[src/rtl/i2c_ram_pkg.sv]
package i2c_ram_pkg;

  localparam logic [5:0] STEP_IDLE = 6'd63;

  localparam logic [6:0]  DEV_ADDR_RST  = 7'd104;
  localparam logic [15:0] DELAY_RST     = 16'd10;

  localparam logic [3:0] WR_PLAN_LEN = 4'd8;
  localparam logic [3:0] RD_PLAN_LEN = 4'd10;

  localparam logic [3:0] BITS_PER_BYTE = 4'd8;

  // APB register map, indexed by paddr[2]
  localparam logic REG_DEV_ADDR = 1'b0;
  localparam logic REG_DELAY    = 1'b1;

  typedef enum logic [2:0] {
    K_START  = 3'd0,
    K_ADDR_W = 3'd1,
    K_ADDR_R = 3'd2,
    K_REG    = 3'd3,
    K_DATA   = 3'd4,
    K_WACK   = 3'd5,
    K_READ   = 3'd6,
    K_STOP   = 3'd7
  } seg_kind_t;

  function automatic seg_kind_t seg_kind(input logic rd, input logic [3:0] seg);
    seg_kind_t k;
    k = K_STOP;
    if (rd) begin
      case (seg)
        4'd0:    k = K_START;
        4'd1:    k = K_ADDR_W;
        4'd2:    k = K_WACK;
        4'd3:    k = K_REG;
        4'd4:    k = K_WACK;
        4'd5:    k = K_START;
        4'd6:    k = K_ADDR_R;
        4'd7:    k = K_WACK;
        4'd8:    k = K_READ;
        default: k = K_STOP;
      endcase
    end else begin
      case (seg)
        4'd0:    k = K_START;
        4'd1:    k = K_ADDR_W;
        4'd2:    k = K_WACK;
        4'd3:    k = K_REG;
        4'd4:    k = K_WACK;
        4'd5:    k = K_DATA;
        4'd6:    k = K_WACK;
        default: k = K_STOP;
      endcase
    end
    return k;
  endfunction

endpackage

[src/rtl/i2c_ram_if.sv]
interface i2c_cmd_if;
  logic       valid;
  logic       ready;
  logic       cmd_valid;
  logic       req_type;
  logic [7:0] reg_addr;
  logic [7:0] write_data;
  logic [7:0] read_len;
  logic       sda_in;

  modport source (output valid, cmd_valid, req_type, reg_addr, write_data, read_len, sda_in,
                  input ready);
  modport sink   (input valid, cmd_valid, req_type, reg_addr, write_data, read_len, sda_in,
                  output ready);
endinterface

interface i2c_rsp_if;
  logic       valid;
  logic       ready;
  logic       scl_out;
  logic       sda_out;
  logic       busy_res;
  logic       rd_valid;
  logic [7:0] rd_data;
  logic       rd_last;
  logic       nack_seen;
  logic       done_res;

  modport source (output valid, scl_out, sda_out, busy_res, rd_valid, rd_data, rd_last,
                  nack_seen, done_res, input ready);
  modport sink   (input valid, scl_out, sda_out, busy_res, rd_valid, rd_data, rd_last,
                  nack_seen, done_res, output ready);
endinterface

[src/rtl/i2c_register_access_master.sv]
// I2C register-access master, open-drain, stepped by a base tick.
// cmd (sink): one item per base tick. With cmd_valid set while idle it starts a
//   transaction: req_type 0 writes write_data to reg_addr, req_type 1 reads
//   read_len bytes from reg_addr through a repeated start. sda_in is the
//   sampled SDA level for that tick.
// rsp (source): one item per accepted cmd item, carrying the SCL/SDA drive
//   levels after the tick, busy, received bytes (rd_valid/rd_data/rd_last),
//   the sticky NACK flag and the done pulse at the end of STOP.
// APB port: device_address at 0x0, delay_ticks at 0x4 (ticks per bus delay).
//   Write only while no transaction runs.
// Timing: each item passes through the tick logic into the rsp register, so
//   its result appears in the cycle after acceptance. One item is accepted every
//   cycle while rsp is taken; the rsp register is the only stage.
// Stall: when rsp holds an item that is not taken, cmd.ready drops and the
//   sequencer does not advance; no tick is lost.
// Reset: sequencer idle, both lines released, flags clear, registers back to
//   address 0x68 and 10 ticks per delay; rsp holds no item.
module i2c_register_access_master
  import i2c_ram_pkg::*;
(
  input  logic        clk,
  input  logic        rst,
  i2c_cmd_if.sink     cmd,
  i2c_rsp_if.source   rsp,
  input  logic        psel,
  input  logic        penable,
  input  logic        pwrite,
  input  logic [2:0]  paddr,
  input  logic [31:0] pwdata,
  output logic [31:0] prdata,
  output logic        pready
);

  logic [6:0]  device_address;
  logic [15:0] delay_ticks;

  logic [5:0]  step;
  logic [3:0]  bit_count;
  logic [7:0]  shift_byte;
  logic [7:0]  bytes_left;
  logic [15:0] delay_count;
  logic        lr_rd;
  logic [7:0]  lr_reg;
  logic [7:0]  lr_data;
  logic [7:0]  lr_len;
  logic        line_scl;
  logic        line_sda;
  logic        nack_flag;
  logic [3:0]  seg_ptr;

  logic [5:0]  step_next;
  logic [3:0]  bit_count_next;
  logic [7:0]  shift_byte_next;
  logic [7:0]  bytes_left_next;
  logic [15:0] delay_count_next;
  logic        lr_rd_next;
  logic [7:0]  lr_reg_next;
  logic [7:0]  lr_data_next;
  logic [7:0]  lr_len_next;
  logic        line_scl_next;
  logic        line_sda_next;
  logic        nack_flag_next;
  logic [3:0]  seg_ptr_next;

  logic        busy_c;
  logic        rdv_c;
  logic [7:0]  rdd_c;
  logic        rdl_c;
  logic        done_c;

  logic        out_valid;
  logic        out_scl;
  logic        out_sda;
  logic        out_busy;
  logic        out_rdv;
  logic [7:0]  out_rdd;
  logic        out_rdl;
  logic        out_nack;
  logic        out_done;

  logic        accept;
  logic        cfg_wr;

  seg_kind_t   kind;
  seg_kind_t   kind_e;
  logic [15:0] delay_eff;
  logic [15:0] delay_cur;
  logic [15:0] delay_dec;
  logic        delay_done;
  logic        fin;
  logic        adv;
  logic [3:0]  seg_e;
  logic [7:0]  shift_rx;

  assign pready = 1'b1;
  assign cfg_wr = psel && penable && pwrite && pready;
  assign prdata = (paddr[2] == REG_DELAY) ? {16'd0, delay_ticks} : {25'd0, device_address};

  always_ff @(posedge clk) begin
    if (rst) begin
      device_address <= DEV_ADDR_RST;
      delay_ticks    <= DELAY_RST;
    end else if (cfg_wr) begin
      if (paddr[2] == REG_DEV_ADDR) device_address <= pwdata[6:0];
      else                          delay_ticks    <= pwdata[15:0];
    end
  end

  assign cmd.ready = !out_valid || rsp.ready;
  assign accept    = cmd.valid && cmd.ready;

  assign delay_eff = (delay_ticks == 16'd0) ? 16'd1 : delay_ticks;

  always_comb begin
    step_next        = step;
    bit_count_next   = bit_count;
    shift_byte_next  = shift_byte;
    bytes_left_next  = bytes_left;
    delay_count_next = delay_count;
    lr_rd_next       = lr_rd;
    lr_reg_next      = lr_reg;
    lr_data_next     = lr_data;
    lr_len_next      = lr_len;
    line_scl_next    = line_scl;
    line_sda_next    = line_sda;
    nack_flag_next   = nack_flag;
    seg_ptr_next     = seg_ptr;
    busy_c = 1'b0;
    rdv_c  = 1'b0;
    rdd_c  = 8'd0;
    rdl_c  = 1'b0;
    done_c = 1'b0;
    fin    = 1'b0;
    adv    = 1'b0;
    seg_e  = 4'd0;
    kind_e = K_STOP;
    shift_rx = 8'd0;

    // latch a new request; the first segment (START) begins on this tick
    if (step == STEP_IDLE && cmd.cmd_valid) begin
      lr_rd_next       = cmd.req_type;
      lr_reg_next      = cmd.reg_addr;
      lr_data_next     = cmd.write_data;
      lr_len_next      = cmd.read_len;
      nack_flag_next   = 1'b0;
      seg_ptr_next     = 4'd0;
      step_next        = 6'd0;
      bit_count_next   = 4'd0;
      delay_count_next = 16'd0;
    end

    kind       = seg_kind(lr_rd_next, seg_ptr_next);
    delay_cur  = (delay_count_next == 16'd0) ? delay_eff : delay_count_next;
    delay_dec  = delay_cur - 16'd1;
    delay_done = (delay_dec == 16'd0);

    if (step_next != STEP_IDLE) begin
      busy_c = 1'b1;
      case (kind)
        K_START: begin
          if (step_next == 6'd0) begin
            line_sda_next = 1'b1; adv = 1'b1;
          end else if (step_next == 6'd1) begin
            line_scl_next = 1'b1; adv = 1'b1;
          end else if (step_next == 6'd2 || step_next == 6'd4) begin
            delay_count_next = delay_dec;
            adv = delay_done;
          end else if (step_next == 6'd3) begin
            line_sda_next = 1'b0; adv = 1'b1;
          end else begin
            line_scl_next = 1'b0; fin = 1'b1;
          end
        end
        K_WACK: begin
          if (step_next == 6'd0) begin
            line_sda_next = 1'b1; adv = 1'b1;
          end else if (step_next == 6'd2) begin
            line_scl_next = 1'b1; adv = 1'b1;
          end else if (step_next == 6'd4) begin
            if (cmd.sda_in) nack_flag_next = 1'b1;
            line_scl_next = 1'b0; adv = 1'b1;
          end else begin
            delay_count_next = delay_dec;
            if (delay_done) begin
              if (step_next >= 6'd5) fin = 1'b1;
              else                   adv = 1'b1;
            end
          end
        end
        K_STOP: begin
          if (step_next == 6'd0) begin
            line_sda_next = 1'b0; adv = 1'b1;
          end else if (step_next == 6'd1) begin
            line_scl_next = 1'b1; adv = 1'b1;
          end else if (step_next == 6'd3) begin
            line_sda_next = 1'b1; adv = 1'b1;
          end else begin
            delay_count_next = delay_dec;
            if (delay_done) begin
              if (step_next >= 6'd4) fin = 1'b1;
              else                   adv = 1'b1;
            end
          end
        end
        K_READ: begin
          if (step_next == 6'd0) begin
            line_sda_next   = 1'b1;
            shift_byte_next = 8'd0;
            bit_count_next  = 4'd0;
            adv = 1'b1;
          end else if (step_next == 6'd1 || step_next == 6'd7 || step_next == 6'd13) begin
            line_scl_next = 1'b1; adv = 1'b1;
          end else if (step_next == 6'd3) begin
            // sample on the falling SCL edge
            shift_rx        = {shift_byte_next[6:0], cmd.sda_in};
            shift_byte_next = shift_rx;
            line_scl_next   = 1'b0;
            bit_count_next  = bit_count_next + 4'd1;
            if (bit_count_next >= BITS_PER_BYTE) begin
              rdv_c = 1'b1;
              rdd_c = shift_rx;
              rdl_c = (bytes_left_next == 8'd1);
            end
            adv = 1'b1;
          end else if (step_next == 6'd4) begin
            delay_count_next = delay_dec;
            if (delay_done) begin
              if (bit_count_next < BITS_PER_BYTE) step_next = 6'd1;
              else if (bytes_left_next > 8'd1)    step_next = 6'd5;
              else                                step_next = 6'd11;
            end
          end else if (step_next == 6'd5) begin
            line_sda_next = 1'b0; adv = 1'b1;
          end else if (step_next == 6'd9) begin
            line_scl_next = 1'b0; adv = 1'b1;
          end else if (step_next == 6'd11) begin
            line_sda_next = 1'b1; adv = 1'b1;
          end else if (step_next == 6'd10 || step_next >= 6'd15) begin
            // end of the ACK or NACK clock: next byte or leave
            if (step_next == 6'd10) line_sda_next = 1'b1;
            else                    line_scl_next = 1'b0;
            bytes_left_next = bytes_left_next - 8'd1;
            if (bytes_left_next == 8'd0) fin = 1'b1;
            else                         step_next = 6'd0;
          end else begin
            delay_count_next = delay_dec;
            adv = delay_done;
          end
        end
        default: begin
          // byte send: address, register or data
          if (step_next == 6'd0) begin
            line_sda_next   = shift_byte_next[7];
            shift_byte_next = {shift_byte_next[6:0], 1'b0};
            adv = 1'b1;
          end else if (step_next == 6'd2) begin
            line_scl_next = 1'b1; adv = 1'b1;
          end else if (step_next == 6'd4) begin
            line_scl_next = 1'b0; adv = 1'b1;
          end else if (step_next == 6'd1 || step_next == 6'd3 || step_next == 6'd5) begin
            delay_count_next = delay_dec;
            if (delay_done) begin
              if (step_next == 6'd5) begin
                bit_count_next = bit_count_next + 4'd1;
                step_next = (bit_count_next < BITS_PER_BYTE) ? 6'd0 : 6'd6;
              end else begin
                adv = 1'b1;
              end
            end
          end else begin
            line_sda_next = 1'b1; fin = 1'b1;
          end
        end
      endcase

      if (adv) step_next = step_next + 6'd1;

      // advance to the next segment, skipping an empty read
      if (fin) begin
        seg_e = seg_ptr_next + 4'd1;
        if (seg_e >= (lr_rd_next ? RD_PLAN_LEN : WR_PLAN_LEN)) begin
          step_next    = STEP_IDLE;
          seg_ptr_next = seg_e;
          done_c       = 1'b1;
        end else begin
          kind_e           = seg_kind(lr_rd_next, seg_e);
          step_next        = 6'd0;
          bit_count_next   = 4'd0;
          delay_count_next = 16'd0;
          case (kind_e)
            K_ADDR_W: shift_byte_next = {device_address, 1'b0};
            K_ADDR_R: shift_byte_next = {device_address, 1'b1};
            K_REG:    shift_byte_next = lr_reg_next;
            K_DATA:   shift_byte_next = lr_data_next;
            K_READ: begin
              bytes_left_next = lr_len_next;
              if (lr_len_next == 8'd0) seg_e = seg_e + 4'd1;
            end
            default: ;
          endcase
          seg_ptr_next = seg_e;
        end
      end
    end
  end

  always_ff @(posedge clk) begin
    if (rst) begin
      step        <= STEP_IDLE;
      bit_count   <= 4'd0;
      shift_byte  <= 8'd0;
      bytes_left  <= 8'd0;
      delay_count <= 16'd0;
      lr_rd       <= 1'b0;
      lr_reg      <= 8'd0;
      lr_data     <= 8'd0;
      lr_len      <= 8'd0;
      line_scl    <= 1'b1;
      line_sda    <= 1'b1;
      nack_flag   <= 1'b0;
      seg_ptr     <= 4'd0;
    end else if (accept) begin
      step        <= step_next;
      bit_count   <= bit_count_next;
      shift_byte  <= shift_byte_next;
      bytes_left  <= bytes_left_next;
      delay_count <= delay_count_next;
      lr_rd       <= lr_rd_next;
      lr_reg      <= lr_reg_next;
      lr_data     <= lr_data_next;
      lr_len      <= lr_len_next;
      line_scl    <= line_scl_next;
      line_sda    <= line_sda_next;
      nack_flag   <= nack_flag_next;
      seg_ptr     <= seg_ptr_next;
    end
  end

  always_ff @(posedge clk) begin
    if (rst) begin
      out_valid <= 1'b0;
    end else if (accept) begin
      out_valid <= 1'b1;
    end else if (rsp.ready) begin
      out_valid <= 1'b0;
    end
  end

  always_ff @(posedge clk) begin
    if (accept) begin
      out_scl  <= line_scl_next;
      out_sda  <= line_sda_next;
      out_busy <= busy_c;
      out_rdv  <= rdv_c;
      out_rdd  <= rdd_c;
      out_rdl  <= rdl_c;
      out_nack <= nack_flag_next;
      out_done <= done_c;
    end
  end

  assign rsp.valid     = out_valid;
  assign rsp.scl_out   = out_scl;
  assign rsp.sda_out   = out_sda;
  assign rsp.busy_res  = out_busy;
  assign rsp.rd_valid  = out_rdv;
  assign rsp.rd_data   = out_rdd;
  assign rsp.rd_last   = out_rdl;
  assign rsp.nack_seen = out_nack;
  assign rsp.done_res  = out_done;

`ifndef SYNTHESIS
  a_idle_released: assert property (@(posedge clk) disable iff (rst)
    (step == STEP_IDLE) |-> (line_scl && line_sda))
    else $error("lines not released while idle");

  a_done_released: assert property (@(posedge clk) disable iff (rst)
    (out_valid && out_done) |-> (out_scl && out_sda && out_busy))
    else $error("done without a released bus");

  a_last_has_data: assert property (@(posedge clk) disable iff (rst)
    (out_valid && out_rdl) |-> (out_rdv && out_busy))
    else $error("rd_last without a received byte");

  a_stall_holds_state: assert property (@(posedge clk) disable iff (rst)
    (!accept) |=> $stable(step) && $stable(delay_count))
    else $error("sequencer moved without an accepted item");
`endif

endmodule
[src/flat_wrapper.sv]
// flat-port wrapper written by rule: the top's interface ports become plain ports
module i2c_register_access_master_flat import i2c_ram_pkg::*;
  (clk, rst, psel, penable, pwrite, paddr, pwdata, prdata, pready, cmd_valid, cmd_cmd_valid, cmd_req_type, cmd_reg_addr, cmd_write_data, cmd_read_len, cmd_sda_in, cmd_ready, rsp_valid, rsp_scl_out, rsp_sda_out, rsp_busy_res, rsp_rd_valid, rsp_rd_data, rsp_rd_last, rsp_nack_seen, rsp_done_res, rsp_ready);
  i2c_cmd_if cmd_i ();
  i2c_rsp_if rsp_i ();
  input  logic clk;
  input  logic rst;
  input  logic psel;
  input  logic penable;
  input  logic pwrite;
  input  logic [2:0] paddr;
  input  logic [31:0] pwdata;
  output logic [31:0] prdata;
  output logic pready;
  input wire logic [$bits(cmd_i.valid)-1:0] cmd_valid;
  input wire logic [$bits(cmd_i.cmd_valid)-1:0] cmd_cmd_valid;
  input wire logic [$bits(cmd_i.req_type)-1:0] cmd_req_type;
  input wire logic [$bits(cmd_i.reg_addr)-1:0] cmd_reg_addr;
  input wire logic [$bits(cmd_i.write_data)-1:0] cmd_write_data;
  input wire logic [$bits(cmd_i.read_len)-1:0] cmd_read_len;
  input wire logic [$bits(cmd_i.sda_in)-1:0] cmd_sda_in;
  output wire logic [$bits(cmd_i.ready)-1:0] cmd_ready;
  output wire logic [$bits(rsp_i.valid)-1:0] rsp_valid;
  output wire logic [$bits(rsp_i.scl_out)-1:0] rsp_scl_out;
  output wire logic [$bits(rsp_i.sda_out)-1:0] rsp_sda_out;
  output wire logic [$bits(rsp_i.busy_res)-1:0] rsp_busy_res;
  output wire logic [$bits(rsp_i.rd_valid)-1:0] rsp_rd_valid;
  output wire logic [$bits(rsp_i.rd_data)-1:0] rsp_rd_data;
  output wire logic [$bits(rsp_i.rd_last)-1:0] rsp_rd_last;
  output wire logic [$bits(rsp_i.nack_seen)-1:0] rsp_nack_seen;
  output wire logic [$bits(rsp_i.done_res)-1:0] rsp_done_res;
  input wire logic [$bits(rsp_i.ready)-1:0] rsp_ready;
  assign cmd_i.valid = cmd_valid;
  assign cmd_i.cmd_valid = cmd_cmd_valid;
  assign cmd_i.req_type = cmd_req_type;
  assign cmd_i.reg_addr = cmd_reg_addr;
  assign cmd_i.write_data = cmd_write_data;
  assign cmd_i.read_len = cmd_read_len;
  assign cmd_i.sda_in = cmd_sda_in;
  assign cmd_ready = cmd_i.ready;
  assign rsp_valid = rsp_i.valid;
  assign rsp_scl_out = rsp_i.scl_out;
  assign rsp_sda_out = rsp_i.sda_out;
  assign rsp_busy_res = rsp_i.busy_res;
  assign rsp_rd_valid = rsp_i.rd_valid;
  assign rsp_rd_data = rsp_i.rd_data;
  assign rsp_rd_last = rsp_i.rd_last;
  assign rsp_nack_seen = rsp_i.nack_seen;
  assign rsp_done_res = rsp_i.done_res;
  assign rsp_i.ready = rsp_ready;
  i2c_register_access_master u_core (.clk(clk), .rst(rst), .cmd(cmd_i), .rsp(rsp_i), .psel(psel), .penable(penable), .pwrite(pwrite), .paddr(paddr), .pwdata(pwdata), .prdata(prdata), .pready(pready));
endmodule
[config.mk]
export PLATFORM = sky130hd
export DESIGN_NAME = i2c_register_access_master_flat
export DESIGN_NICKNAME = d
export VERILOG_FILES = /design/src/rtl/i2c_ram_pkg.sv /design/src/rtl/i2c_ram_if.sv /design/src/rtl/i2c_register_access_master.sv /design/src/flat_wrapper.sv
export SDC_FILE = /design/constraint.sdc
export NUM_CORES = 1
export LEC_CHECK = 0
export BUFFER_PORTS_ARGS = -buffer_cell sky130_fd_sc_hd__buf_2
export CORE_ASPECT_RATIO = 1.1
export CORE_MARGIN = 2
export CORE_UTILIZATION = 53
export DETAILED_ROUTE_END_ITERATION = 16
export MAX_ROUTING_LAYER = met4
export PLACE_DENSITY = 0.74
export SLEW_MARGIN = 20
export SYNTH_ARGS = -nofsm -noshare
export SYNTH_HDL_FRONTEND = slang
export SYNTH_SLANG_ARGS = --single-unit
[constraint.sdc]
create_clock -name clk -period 5.13 [get_ports clk]
set_clock_uncertainty 0.05 [all_clocks]
set_input_delay 0 -clock clk [delete_from_list [all_inputs] [get_ports clk]]
set_output_delay 0 -clock clk [all_outputs]
set_load 0.02 [all_outputs]
======== Yosys cells after proc, flatten, opt, wreduce, memory -nomap -nowiden ========
Memories as Yosys holds them, arrays and structs flattened.
Cells that the tools add are included.
operators by class
  muxes and demuxes ....................... 221
  order comparisons ....................... 8
  reductions and logical operators ........ 31
  add/sub/neg operators ................... 6
  equal/unequal tests ..................... 33
  bitwise gates (word level) .............. 5
operators by type and width
  cell                                                                number
  2-to-1 mux 16 bit                                                   28
  2-to-1 mux 8 bit                                                    21
  2-to-1 mux 6 bit                                                    23
  2-to-1 mux 1 bit                                                    111
  2-to-1 mux 4 bit                                                    20
  one-hot mux 16 bit (4 select lines)                                 1
  logical NOT 16 bit                                                  3
  one-hot mux 8 bit (4 select lines)                                  1
  one-hot mux 3 bit (5 select lines)                                  2
  equality test 4 x 3 -> 1 bit (second input constant)                6
  equality test 6 x 4 -> 1 bit (second input constant)                4
  equality test 6 x 3 -> 1 bit (second input constant)                3
  2-to-1 mux 3 bit                                                    6
  equality test 4 x 2 -> 1 bit (second input constant)                4
  logical NOT 8 bit                                                   2
  one-hot mux 8 bit (2 select lines)                                  1
  subtractor 16 x 1 -> 16 bit (second input constant)                 1
  equality test 3 bit (second input constant)                         5
  adder 4 x 1 -> 4 bit (second input constant)                        3
  equality test 6 x 2 -> 1 bit (second input constant)                2
  greater-or-equal comparator 6 x 3 -> 1 bit (second input constant)  2
  one-hot mux 1 bit (4 select lines)                                  3
  one-hot mux 6 bit (2 select lines)                                  1
  OR reduction 3 bit                                                  3
  other kinds (28)                                                    48
storage, ports and cells
  logic and storage cells ................. 330
  bits of input ports ..................... 69
  memories ................................ 2
  memory bits (read-only) ................. 96
  bits in registers ....................... 113
memory list
  name             words  width  read ports  clocked after memory_dff  wr ports  line               text
  (no name shown)  16     3      1           0                         0         i2c_ram_pkg.sv:32  case (seg)
  (no name shown)  16     3      1           0                         0         i2c_ram_pkg.sv:32

======== Depth between registers and ports, before layout ========
  word-level depth ........................ 22
  depth in mapped cells ................... 27
  mapped depth without buffers ............ 20

======== Least setup slack after synthesis ========
No wires, ideal clock.
  path kind ............................... reg-to-reg
  start ................................... reg u_core.step[2]
  end ..................................... reg u_core.step[4]
  path buffers ............................ 8
  library setup time ...................... 0.122 ns
  data required time ...................... 4.958 ns
  data arrival time ....................... 5.482 ns
  setup slack ............................. -0.524 ns
  clock period less this slack ............ 5.654 ns
  stages on the path, launching flop included .. 28
  cell sequence ........................... dfxtp_1 -> buf_2 -> and4_1 -> clkbuf_1 -> nand2_1 -> clkbuf_1 -> clkbuf_1 -> buf_1 -> nand2_1 -> inv_1 -> ha_1 -> clkbuf_1 -> or3_1 -> o211a_1 -> a31oi_1 -> o32ai_1 -> and3_1 -> clkbuf_1 -> or2_2 -> clkbuf_1 -> o21ai_0 -> o22ai_1 -> a21oi_1 -> ha_1 -> inv_1 -> a31oi_1 -> and4_1 -> o32a_1
on the way
  word-level cells in the longest chain between the ends .. 20
RTL lines
  item                                                                  line                               text
  start: declaration                                                    i2c_register_access_master.sv:37   logic [5:0] step;
  start signal: assignment                                              i2c_register_access_master.sv:323  step <= step_next;
  branches (longest 19 deep; another with subtractor 16 x 1 -> 16 bit)  --
  2-to-1 mux 6 bit (*)                                                  i2c_register_access_master.sv:157  if (step_next != STEP_IDLE) begin
Every way passes the cells marked *. The select of a mux whose other input is x is not followed.
A chain may end at the register's enable or synchronous reset.

======== Worst setup path after layout ========
  start ................................... reg u_core.delay_count[8]
  end ..................................... reg u_core.step[4]
on the way
  word-level cells in the longest chain between the ends .. 18
RTL lines
  item                                                           line                               text
  start: declaration                                             i2c_register_access_master.sv:41   logic [15:0] delay_count;
  start signal: assignment                                       i2c_register_access_master.sv:327  delay_count <= delay_count_next;
  2-to-1 mux 16 bit (*)                                          i2c_register_access_master.sv:140  if (step == STEP_IDLE && cmd.cmd_valid) begin
  logical NOT 16 bit                                             i2c_register_access_master.sv:153  delay_cur = (delay_count_next == 16'd0) ? delay_eff : delay_count_next;
  2-to-1 mux 16 bit (*)                                          i2c_register_access_master.sv:153
  subtractor 16 x 1 -> 16 bit (*)                                i2c_register_access_master.sv:154  delay_dec = delay_cur - 16'd1;
  logical NOT 16 bit (*)                                         i2c_register_access_master.sv:155  delay_done = (delay_dec == 16'd0);
  branches (longest 11 deep; another with adder 6 x 1 -> 6 bit)  --
  2-to-1 mux 6 bit (*)                                           i2c_register_access_master.sv:279  if (fin) begin
  2-to-1 mux 6 bit (*)                                           i2c_register_access_master.sv:157
Marks and branches as above.

==> run metrics <==
Mean Syn Cell Area=7.15 um2; Worst IR Drop VDD=0.370 mV; Rows=49; via count=10300; TritonRoute pass-1 iters=7; total negative slack=0 ps; Iteration-0 DRC Markers=1375; Die Area=17400 um2; crit path max-delay cell type=nor4_4; clock network fraction of total power=0.164; HP Class=in2reg; first-pass GRT wire length=49.9 mm; Overflow after GRT=0; sequential element share of the synthesized area=0.278; routability cong.=1.02; Root Buffer=clkbuf_16; outcome=finished, final reports clean; antenna violations before repair=0; main flop type after synthesis=dfxtp_1; Power Density=708 nW/um2; post-synth top area share=0.226; fmax=200 MHz; cell taking the most area after synthesis=dfxtp_1; Worst-Skew Late Latency=430 ps; P_leak=4.17 nW; Critical Path, Cell by Cell=or4_4 -> or3_1 -> nor3_4 -> nor2_1 -> o21ai_0 -> inv_1 -> ha_1 -> o21a_1 -> o21ai_0 -> a22o_1 -> o2111ai_4 -> nor4_4 -> a31oi_1 -> or4b_4 -> and4_1 -> o32a_1; Crit Path Class=reg2reg; final core utilization=0.655; WL final=31.5 mm; Die Ht=138 um; Mapped Area=8680 um2; # clock sinks=113; grt met3 use=0.0728; Switching Share=0.522; met2 usage=0.536; CTS Buf Count=17; Slew Limit Fails=0; Worst path max stage delay=590 ps; Crit Path Max Fanout=7; vias per cell=6.59; top-count cell post-synth=nand2_1; Commonest cells post-synth=215 x nand2_1, 125 x a21oi_1, 104 x nor2_1; largest cells by area after synthesis=dfxtp_1 23%, nand2_1 9.3%, a21oi_1 7.2%; WL/cell=20.1 um; Net Switching=3.91 mW; Final Critical Period=5010 ps; post-synthesis register bit count=113; final worst path period share=0.976; Total GRT Usage=0.361; ANT nets after route=0; Initial Utilization=0.536; nets=1433; htree depth=4; max-cap check violation count=0; Mapped Cells=1214; Post-Layout Cell Count=1566; global route hottest layer=met2; Worst setup SP type=register; Worst EP arrival=5270 ps; Setup crit end kind=register; library cells used by synthesis=81; Fin. Hold Viols=0; critical path data required time=5390 ps; # IOs=119; share of layout cells above drive strength 1=0.166; total power=7.50 mW; largest net degree at the start of global routing=55; met1 Use GR=0.460; Synth Warn #=0; worst slew pin tran=998 ps; setup violators final=0; core area=16200 um2; vias in the first global route=9658; clock transition at the registers of the reported paths=60 ps; number of synthesized flops with an enable pin=15; CTS tree=built; clock tree buffer depth=2; Die X=126 um; Top Registers=u_core.delay_count x16, u_core.delay_ticks x16; placed insts=1485; Max-slew headroom=0.332; FFs w/ async S/R, synth=0; port bufs=83; DP HPWL=22.0 mm; Area growth, synth to finish=22.0%; DRC=0; Most common cell on crit path=o21ai_0; Gate power share=0.685; register share of total power=0.151; Antenna diodes=0; Cell Int Power=3.59 mW
## per-stage QoR
stage          hold WS, ps  area (um2)  setup slack, ps
6_report               137       10600              121
5_1_grt                190       10600            -20.4
4_1_cts                122       10500              115
3_5_place_dp           189        9470              134
3_3_place_gp           184        9470              226
2_1_floorplan         74.0        8750            -84.1
## final cells by class
type | instances | area (um2)
Tap cell | 204 | 255
Multi-Input combinational cell | 990 | 5830
Sequential cell | 113 | 2410
Inverter | 33 | 124
Fill cell | 1436 | 5590
Clock inverter | 15 | 173
Clock buffer | 17 | 425
Timing Repair Buffer | 194 | 1380
## power by group through the flow
| stage | Clock (mW) | Sequential (mW) | Combinational (mW) |
|---|---|---|---|
| global route | 1.27 | 1.14 | 5.46 |
| global placement | 0 | 1.14 | 4.66 |
| detailed placement | 0 | 1.14 | 4.70 |
| floorplan | 0 | 1.13 | 3.14 |
| CTS | 1.23 | 1.12 | 4.75 |
| finish | 1.23 | 1.13 | 5.14 |
## routing by layer
| metal | vias to the layer above | share of wire |
|---|---|---|
| met2 | 711 | 0.45 |
| met4 | 0 | 0.051 |
| met1 | 4748 | 0.40 |
| met3 | 127 | 0.10 |
| li1 | 4735 | - |
| met5 | - | 0 |
## layout by cell type (no fill, tap or decap), types with 20 or more instances in the layout
cell             n
mux2i_1         27
inv_1           32
o21ai_0         51
dlygate4sd3_1   46
buf_4           64
a21oi_1        124
nor2_1         104
nor3_1          43
a31oi_1         24
buf_2           83
dfxtp_1         98
and2_1          20
nand3_1         39
nand2_1        214
## path summary, 6_finish.rpt
check / start / to / slack, ps / depth (start not counted)
worst min register to register: u_core.lr_data[6] / u_core.lr_data[6] / 400 / 2
worst max-delay path: u_core.delay_count[8] / u_core.step[4] / 120 / 16
worst min-delay path: penable / u_core.device_address[6] / 140 / 5
worst max register to register: u_core.delay_count[8] / u_core.step[4] / 120 / 16
## what timing repair did
item	4_1_cts	5_1_grt
gates resized for setup	0	5
endpoints found under the hold margin	56	0
buffers inserted	0	2
setup endpoints to repair	0	26
hold buffers	46	0
## worst max-delay path, delay by kind of cell (launching register included)
family	cells	cell delay, ps
and+or+nand+nor	7	2530
AOI/OAI and AO/OA	7	1610
DFF	1	370
adders and majority gates	1	280
buffers and inverters	1	70
## kinds of logic after synthesis
kind of cell             synth area share
adder cells (fa/ha/maj)            0.0216
flip-flops                          0.278
other                            0.000865
multiplexers                       0.0428
buffers and inverters              0.0650
XOR/XNOR                           0.0131
AND/OR/NAND/NOR                     0.284
AO/OA/AOI/OAI                       0.295
No activity file was read; power rests on OpenSTA's default activity.
